File: src/rtl/puc_pkg.sv
package puc_pkg;

  localparam int unsigned QueueDepth = 4;
  localparam int unsigned QueuePtrW  = $clog2(QueueDepth);
  localparam int unsigned QueueCntW  = $clog2(QueueDepth + 1);

  localparam logic [7:0] ChPercent = 8'h25;
  localparam logic [7:0] ChPlus    = 8'h2B;
  localparam logic [7:0] ChSpace   = 8'h20;
  localparam logic [7:0] ChDash    = 8'h2D;
  localparam logic [7:0] ChUnder   = 8'h5F;
  localparam logic [7:0] ChDot     = 8'h2E;
  localparam logic [7:0] ChTilde   = 8'h7E;
  localparam logic [3:0] NibbleMask = 4'd15;

  localparam logic MODE_ENCODE = 1'b0;
  localparam logic MODE_DECODE = 1'b1;

  localparam logic [0:0] REG_DIRECTION_MODE = 1'b0;

  typedef enum logic [1:0] {
    PH_IDLE     = 2'd0,
    PH_AFTER_PC = 2'd1,
    PH_AFTER_HI = 2'd2
  } esc_phase_e;

  typedef enum logic [1:0] {
    BK_IDLE = 2'd0,
    BK_HIGH = 2'd1,
    BK_LOW  = 2'd2
  } back_phase_e;

  typedef struct packed {
    logic [7:0] in_byte;
    logic       in_last;
  } in_item_t;

  typedef struct packed {
    logic [7:0] out_byte;
    logic       out_last;
    logic       out_error;
  } out_item_t;

  // One queued job: either a single beat, or a three-beat escape of data.
  typedef struct packed {
    logic       esc;
    logic       err;
    logic       last;
    logic [7:0] data;
  } cmd_t;

endpackage

File: src/rtl/percent_url_codec_unit.sv
// A result beat passes through the job queue and the registered output stage.
// Input takes one beat per cycle while the four-entry job queue between front
// and back is not full; an encoded escape emits three output beats, so input
// stalls once that queue fills.
// Reset: asynchronous, active low; clears mode to encode, escape state, queue.
module percent_url_codec_unit (
  input  logic               clk_i,
  input  logic               rst_ni,
  input  logic               in_valid_i,
  output logic               in_stall_o,
  input  puc_pkg::in_item_t  in_data_i,
  output logic               out_valid_o,
  input  logic               out_stall_i,
  output puc_pkg::out_item_t out_data_o,
  input  logic               psel,
  input  logic               penable,
  input  logic               pwrite,
  input  logic [2:0]         paddr,
  input  logic [31:0]        pwdata,
  output logic [31:0]        prdata,
  output logic               pready
);

  logic          mode_q, mode_d;
  logic          cfg_wr;
  logic          push;
  puc_pkg::cmd_t push_cmd;
  logic          full;
  logic          nonempty;
  logic          pop;
  puc_pkg::cmd_t head;

  assign pready = 1'b1;
  assign cfg_wr = psel && penable && pwrite && pready &&
                  paddr[2] == puc_pkg::REG_DIRECTION_MODE;
  assign mode_d = cfg_wr ? pwdata[0] : mode_q;
  assign prdata = (paddr[2] == puc_pkg::REG_DIRECTION_MODE) ? {31'd0, mode_q} : 32'd0;
  assign in_stall_o = full;

  always_ff @(posedge clk_i or negedge rst_ni) begin
    if (!rst_ni) begin
      mode_q <= puc_pkg::MODE_ENCODE;
    end else begin
      mode_q <= mode_d;
    end
  end

  puc_front u_front (
    .clk_i      (clk_i),
    .rst_ni     (rst_ni),
    .mode_i     (mode_q),
    .cfg_clr_i  (cfg_wr),
    .in_valid_i (in_valid_i),
    .in_stall_i (full),
    .in_data_i  (in_data_i),
    .push_o     (push),
    .push_cmd_o (push_cmd)
  );

  puc_queue u_queue (
    .clk_i      (clk_i),
    .rst_ni     (rst_ni),
    .push_i     (push),
    .push_cmd_i (push_cmd),
    .full_o     (full),
    .nonempty_o (nonempty),
    .pop_i      (pop),
    .head_o     (head)
  );

  puc_back u_back (
    .clk_i       (clk_i),
    .rst_ni      (rst_ni),
    .nonempty_i  (nonempty),
    .head_i      (head),
    .pop_o       (pop),
    .out_valid_o (out_valid_o),
    .out_stall_i (out_stall_i),
    .out_data_o  (out_data_o)
  );

endmodule

File: src/rtl/puc_front.sv
module puc_front (
  input  logic               clk_i,
  input  logic               rst_ni,
  input  logic               mode_i,
  input  logic               cfg_clr_i,
  input  logic               in_valid_i,
  input  logic               in_stall_i,
  input  puc_pkg::in_item_t  in_data_i,
  output logic               push_o,
  output puc_pkg::cmd_t      push_cmd_o
);

  puc_pkg::esc_phase_e phase_q, phase_d;
  logic [3:0]          hi_q, hi_d;
  logic                accept;
  logic [7:0]          b;
  logic                last;
  logic                plain;
  logic                hex_ok;
  logic [3:0]          hex_val;

  assign accept = in_valid_i && !in_stall_i;
  assign b      = in_data_i.in_byte;
  assign last   = in_data_i.in_last;

  always_comb begin
    plain = (b inside {[8'h30:8'h39], [8'h41:8'h5A], [8'h61:8'h7A]}) ||
            b == puc_pkg::ChDash || b == puc_pkg::ChUnder ||
            b == puc_pkg::ChDot  || b == puc_pkg::ChTilde;
  end

  always_comb begin
    hex_ok  = 1'b1;
    hex_val = 4'd0;
    if (b inside {[8'h30:8'h39]}) begin
      hex_val = b[3:0];
    end else if (b inside {[8'h41:8'h46], [8'h61:8'h66]}) begin
      hex_val = b[3:0] + 4'd9;
    end else begin
      hex_ok = 1'b0;
    end
  end

  // Next escape state.
  always_comb begin
    phase_d = phase_q;
    hi_d    = hi_q;
    if (cfg_clr_i) begin
      phase_d = puc_pkg::PH_IDLE;
      hi_d    = 4'd0;
    end else if (accept && mode_i == puc_pkg::MODE_DECODE) begin
      case (phase_q)
        puc_pkg::PH_AFTER_PC: begin
          if (!hex_ok || last) begin
            phase_d = puc_pkg::PH_IDLE;
            hi_d    = 4'd0;
          end else begin
            phase_d = puc_pkg::PH_AFTER_HI;
            hi_d    = hex_val & puc_pkg::NibbleMask;
          end
        end
        puc_pkg::PH_AFTER_HI: begin
          phase_d = puc_pkg::PH_IDLE;
          hi_d    = 4'd0;
        end
        default: begin
          phase_d = (b == puc_pkg::ChPercent && !last) ? puc_pkg::PH_AFTER_PC
                                                        : puc_pkg::PH_IDLE;
        end
      endcase
    end
  end

  // Job for the back end.
  always_comb begin
    push_o     = 1'b0;
    push_cmd_o = '{esc: 1'b0, err: 1'b0, last: last, data: b};
    if (accept) begin
      if (mode_i == puc_pkg::MODE_ENCODE) begin
        push_o = 1'b1;
        if (b == puc_pkg::ChSpace) begin
          push_cmd_o.data = puc_pkg::ChPlus;
        end else if (!plain) begin
          push_cmd_o.esc = 1'b1;
        end
      end else begin
        case (phase_q)
          puc_pkg::PH_AFTER_PC: begin
            if (!hex_ok || last) begin
              push_o          = 1'b1;
              push_cmd_o.err  = 1'b1;
              push_cmd_o.data = 8'd0;
            end
          end
          puc_pkg::PH_AFTER_HI: begin
            push_o = 1'b1;
            if (!hex_ok) begin
              push_cmd_o.err  = 1'b1;
              push_cmd_o.data = 8'd0;
            end else begin
              push_cmd_o.data = {hi_q, hex_val};
            end
          end
          default: begin
            if (b == puc_pkg::ChPercent) begin
              if (last) begin
                push_o          = 1'b1;
                push_cmd_o.err  = 1'b1;
                push_cmd_o.data = 8'd0;
              end
            end else begin
              push_o = 1'b1;
              if (b == puc_pkg::ChPlus) begin
                push_cmd_o.data = puc_pkg::ChSpace;
              end
            end
          end
        endcase
      end
    end
  end

  always_ff @(posedge clk_i or negedge rst_ni) begin
    if (!rst_ni) begin
      phase_q <= puc_pkg::PH_IDLE;
      hi_q    <= 4'd0;
    end else begin
      phase_q <= phase_d;
      hi_q    <= hi_d;
    end
  end

endmodule

File: src/rtl/puc_queue.sv
module puc_queue (
  input  logic          clk_i,
  input  logic          rst_ni,
  input  logic          push_i,
  input  puc_pkg::cmd_t push_cmd_i,
  output logic          full_o,
  output logic          nonempty_o,
  input  logic          pop_i,
  output puc_pkg::cmd_t head_o
);

  puc_pkg::cmd_t                       mem_q [puc_pkg::QueueDepth];
  logic [puc_pkg::QueuePtrW-1:0]       wr_q, wr_d, rd_q, rd_d;
  logic [puc_pkg::QueueCntW-1:0]       cnt_q, cnt_d;
  logic                                do_pop;

  assign full_o     = cnt_q == puc_pkg::QueueCntW'(puc_pkg::QueueDepth);
  assign nonempty_o = cnt_q != '0;
  assign head_o     = mem_q[rd_q];
  assign do_pop     = pop_i && nonempty_o;

  always_comb begin
    wr_d  = push_i ? wr_q + 1'b1 : wr_q;
    rd_d  = do_pop ? rd_q + 1'b1 : rd_q;
    cnt_d = cnt_q;
    if (push_i && !do_pop) begin
      cnt_d = cnt_q + 1'b1;
    end else if (!push_i && do_pop) begin
      cnt_d = cnt_q - 1'b1;
    end
  end

  always_ff @(posedge clk_i) begin
    if (push_i) begin
      mem_q[wr_q] <= push_cmd_i;
    end
  end

  always_ff @(posedge clk_i or negedge rst_ni) begin
    if (!rst_ni) begin
      wr_q  <= '0;
      rd_q  <= '0;
      cnt_q <= '0;
    end else begin
      wr_q  <= wr_d;
      rd_q  <= rd_d;
      cnt_q <= cnt_d;
    end
  end

endmodule

File: src/rtl/puc_back.sv
module puc_back (
  input  logic               clk_i,
  input  logic               rst_ni,
  input  logic               nonempty_i,
  input  puc_pkg::cmd_t      head_i,
  output logic               pop_o,
  output logic               out_valid_o,
  input  logic               out_stall_i,
  output puc_pkg::out_item_t out_data_o
);

  function automatic logic [7:0] hex_digit(input logic [3:0] v);
    logic [7:0] d;
    if (v < 4'd10) begin
      d = 8'h30 + {4'd0, v};
    end else begin
      d = 8'h37 + {4'd0, v};
    end
    return d;
  endfunction

  puc_pkg::back_phase_e phase_q, phase_d;
  logic [7:0]           esc_byte_q, esc_byte_d;
  logic                 esc_last_q, esc_last_d;
  logic                 valid_q, valid_d;
  puc_pkg::out_item_t   out_q, out_d;
  logic                 slot_free;

  assign slot_free   = !valid_q || !out_stall_i;
  assign out_valid_o = valid_q;
  assign out_data_o  = out_q;

  // Next state.
  always_comb begin
    phase_d    = phase_q;
    esc_byte_d = esc_byte_q;
    esc_last_d = esc_last_q;
    if (slot_free) begin
      case (phase_q)
        puc_pkg::BK_HIGH: phase_d = puc_pkg::BK_LOW;
        puc_pkg::BK_LOW:  phase_d = puc_pkg::BK_IDLE;
        default: begin
          if (nonempty_i && head_i.esc) begin
            phase_d    = puc_pkg::BK_HIGH;
            esc_byte_d = head_i.data;
            esc_last_d = head_i.last;
          end
        end
      endcase
    end
  end

  // Output beat and queue pop.
  always_comb begin
    pop_o   = 1'b0;
    valid_d = valid_q && out_stall_i;
    out_d   = out_q;
    if (slot_free) begin
      case (phase_q)
        puc_pkg::BK_HIGH: begin
          valid_d = 1'b1;
          out_d   = '{out_byte: hex_digit(esc_byte_q[7:4]), out_last: 1'b0,
                      out_error: 1'b0};
        end
        puc_pkg::BK_LOW: begin
          valid_d = 1'b1;
          out_d   = '{out_byte: hex_digit(esc_byte_q[3:0]), out_last: esc_last_q,
                      out_error: 1'b0};
        end
        default: begin
          if (nonempty_i) begin
            pop_o   = 1'b1;
            valid_d = 1'b1;
            if (head_i.esc) begin
              out_d = '{out_byte: puc_pkg::ChPercent, out_last: 1'b0, out_error: 1'b0};
            end else begin
              out_d = '{out_byte: head_i.data, out_last: head_i.last,
                        out_error: head_i.err};
            end
          end
        end
      endcase
    end
  end

  always_ff @(posedge clk_i) begin
    esc_byte_q <= esc_byte_d;
    esc_last_q <= esc_last_d;
    out_q      <= out_d;
  end

  always_ff @(posedge clk_i or negedge rst_ni) begin
    if (!rst_ni) begin
      phase_q <= puc_pkg::BK_IDLE;
      valid_q <= 1'b0;
    end else begin
      phase_q <= phase_d;
      valid_q <= valid_d;
    end
  end

endmodule
File: config.mk
export PLATFORM = sky130hd
export DESIGN_NAME = percent_url_codec_unit
export DESIGN_NICKNAME = d
export VERILOG_FILES = /design/src/rtl/puc_pkg.sv /design/src/rtl/percent_url_codec_unit.sv /design/src/rtl/puc_front.sv /design/src/rtl/puc_queue.sv /design/src/rtl/puc_back.sv
export SDC_FILE = /design/constraint.sdc
export NUM_CORES = 1
export LEC_CHECK = 0
export BUFFER_PORTS_ARGS = -buffer_cell sky130_fd_sc_hd__buf_2
export CAP_MARGIN = 20
export CORE_AREA = 2 2 75 131
export DETAILED_ROUTE_END_ITERATION = 6
export DIE_AREA = 0 0 77 133
export PLACE_DENSITY_LB_ADDON = 0.15
export SLEW_MARGIN = 20
export SYNTH_ARGS = -nofsm -noshare
export SYNTH_HDL_FRONTEND = slang
export SYNTH_SLANG_ARGS = --single-unit
File: constraint.sdc
create_clock -name clk_i -period 3.3 [get_ports clk_i]
set_input_delay 0.66 -clock clk_i [delete_from_list [all_inputs] [get_ports clk_i]]
set_output_delay 0.66 -clock clk_i [all_outputs]
set_load 0.02 [all_outputs]
==> impl_metrics.ini <==
[power_and_ir_drop]
peakVddDrop_v = 0.000303
p_per_area_mw_per_mm2 = 776
leakagePower_nw = 1.99
p_total_w = 0.00392

[clock_network]
cts_hold_buffers = 0
htreeDepth = 3
post-cts-setup-buffers = 0
cts_resized = 0
cts_sinks = 80
cts-buffers-inserted = 9
cts_buffer_depth = 2
cts_tree = built
clk_pin_slew_ns = 0.06
cts_root_buffer = clkbuf_16
insertion_delay_ns = 0.33

[cells_and_area]
area_delta_synth_final_pct = 14.6
fillers = 832
layout_commonest_cell = edfxtp_1
layout-drive-gt1-share_pct = 20.9
n_antenna_cell = 0
nets = 488
layout_common_cells = 63 x edfxtp_1, 32 x conb_1, 30 x buf_2

[timing]
relSlewSlack_pct = 41.4
hold_slack_ns = 0.265
finalCritPeriodShare_pct = 89.6
finClkSkew_ns = 0.00416
grt_setup_unrepaired = false
fin_tns_setup_ns = 0
drv_slew = 0
min_period_ns = 2.96
setup_viol = 0
worstMarginPinSlew_ns = 0.877
fmaxAchievable_mhz = 338
hold_viol = 0

[worst_setup_path]
endpoint = u_queue.cnt_q[2]
critical_path_required_ns = 3.56
critical_path.max_fanout = 3
r2r-end = u_queue.cnt_q[2]
slowest_delay_ns = 0.49
ff2ff_setup_slack_ns = 0.60
cp-end-kind = flip-flop
startpoint = in_data_i[2]
critPathKind = input pin to flip-flop
r2r-start = u_front.phase_q[0]
crit_buf_inv = 3
worst-path-stages = 13
critPathLaunchType = input pin
worstPathArrival_ns = 3.21
cp_slowest_cell = or4b_4
ff2ff_path_depth = 12
crit_chain = buf_2, inv_1, ha_1, or4b_4, o2111ai_2, nand3_1, a21oi_4, ha_1, inv_1, fa_1, xor2_1, nor2_1, xor2_1
path_delay_family = simple AND/OR/NAND/NOR gates

[route]
post_drt_wl_per_cell_um = 16.2
drc = 0
postRouteAntennaNets = 0
vias = 2959
drtPass1Iterations = 4
drt_iter0_drc = 179
finalWirelength_mm = 8.88
viasPerCell = 5.40

[yosys]
ys_ff_latch = 80
synth_cells = 371
syn_area_per_cell_um2 = 11.9
synth_cell_types = 64
synth-async-reset-ratio_pct = 21.3
synth-edff-count = 63
synth_warnings = 0
ys.flop_type = edfxtp_1
ys_seq_area_share_pct = 52.6
syn_area_mm2 = 0.00441

[grt]
antenna_found_initial = 0
grt_pass1_vias = 2905
track_usage_pct = 18.6
grt_start_max_net_pins = 22
grt_first_pass_wirelength_mm = 14.4
gr-total-overflow = 0
use_met1_pct = 17.7
met3_usage_pct = 2.86
grt_use_met2_pct = 36.8
gr-max-usage-layer = met2

[floorplanning]
core_mm2 = 0.00929
fp.dieW_um = 77
die_y_um = 133
dieArea_mm2 = 0.0102
start_util_pct = 47.4
rows = 47
io_pins = 96

[placement]
port_buffers = 30
routabilityCongestion = 0.950
hpwl_mm = 6.97

[min_path]
min_path_type = input pin to async pin

[flow_run]
cap_violations = 0

[outcome]
run_status = finished, final reports clean
-- synth_stat cells, drive strengths merged, types with 3 or more instances --
library cell  instances  area [um2]
mux2                  3        33.8
inv                  22        82.6
a21o                  3        22.5
o21ai                18        90.1
nor2                 17        63.8
and2                  6        37.5
clkbuf                8        31.3
a22o                  8        70.1
buf                  38         267
nand3                12        60.1
nand4                 3        18.8
o21bai                3        22.5
xor2                  3        26.3
a221oi                3        26.3
a21oi                17        96.4
nand2                29         109
edfxtp               63        1890
dfrtp                17         425
xnor2                 7        61.3
ha                   15         188
mux4                 11         248
nand3b                7        52.6
nor3                  7        40.0
nor2b                 5        31.3
a31oi                 4        25.0
-- cell type report --
class                           instances  area [um2]  area share (%)
Sequential cell                        80        2320            45.9
Multi-Input combinational cell        253        1820            36.1
Timing Repair Buffer                   55         388            7.68
Clock buffer                           10         229            4.53
Tap cell                              122         153            3.02
Inverter                               22        82.6            1.63
Clock inverter                          6        60.1            1.19
-- sequential cells by signal, indices dropped and copies added (netlist names) --
register            count
u_queue.mem_q          44
u_back.out_data_o      10
u_back.esc_byte_q       8
u_front.hi_q            4
u_queue.cnt_q           3
u_back.phase_q          2
u_front.phase_q         2
u_queue.rd_q            2
u_queue.wr_q            2
mode_q                  1
u_back.esc_last_q       1
u_back.out_valid_o      1
-- kinds of logic (layout without fill, tap and decap cells) --
kind of cell	after synthesis	in the layout	synth area share, %
other	2	32	0.170
AO/OA/AOI/OAI	77	77	12.1
flip-flops	80	80	52.6
AND/OR/NAND/NOR	103	103	13.2
buffers and inverters	68	93	8.63
adder cells (fa/ha/maj)	16	16	4.71
XOR/XNOR	10	10	1.99
multiplexers	15	15	6.61
-- through the flow --
step / setup slack [ns] / cell area [um2] / std cells / utilization [%]
after global placement: 0.00191 / 4760 / 532 / 51.3
final: 0.344 / 5050 / 548 / 54.4
after detailed placement: -0.0153 / 4760 / 532 / 51.3
after floorplan: 0.161 / 4520 / 401 / -
after CTS: 0.347 / 5050 / 548 / 54.4
after global routing: 0.231 / 5050 / 548 / 54.4
-- per-layer routing --
| metal | wire, um | up-vias |
|---|---|---|
| met3 | 272 | 21 |
| met2 | 5290 | 88 |
| li1 | - | 1409 |
| met5 | 0 | - |
| met1 | 2970 | 1441 |
| met4 | 342 | 0 |
-- report_power, final --
group          switching [W]  leakage (nW)  internal [W]  total [W]
sequential          0.000145         0.802       0.00146    0.00160
clock               0.000367         0.142      0.000581   0.000948
combinational       0.000775          1.05      0.000592    0.00137
-- worst min path at each step --
stage	from	to	slack [ns]	cells after the start
6_report	rst_ni	u_queue.wr_q[0]	0.26	1
5_1_grt	rst_ni	u_queue.wr_q[0]	0.29	1
4_1_cts	rst_ni	u_queue.wr_q[0]	0.26	1
3_5_place_dp	u_queue.cnt_q[2]	u_queue.cnt_q[2]	0.48	1
3_3_place_gp	u_queue.cnt_q[2]	u_queue.cnt_q[2]	0.48	1
2_1_floorplan	rst_ni	mode_q	0.36	0
-- worst reg2reg max path, cell delays in order (launching register included) --
cell and delay [ns]:
dfrtp_1 0.37, inv_1 0.06, ha_1 0.56, nor3_1 0.09, a31oi_1 0.16, o21bai_1 0.12, a21oi_4 0.18, ha_1 0.19
inv_1 0.06, fa_1 0.42, xor2_1 0.16, nor2_1 0.11, xor2_1 0.14
Power figures use the tool's default switching activity.
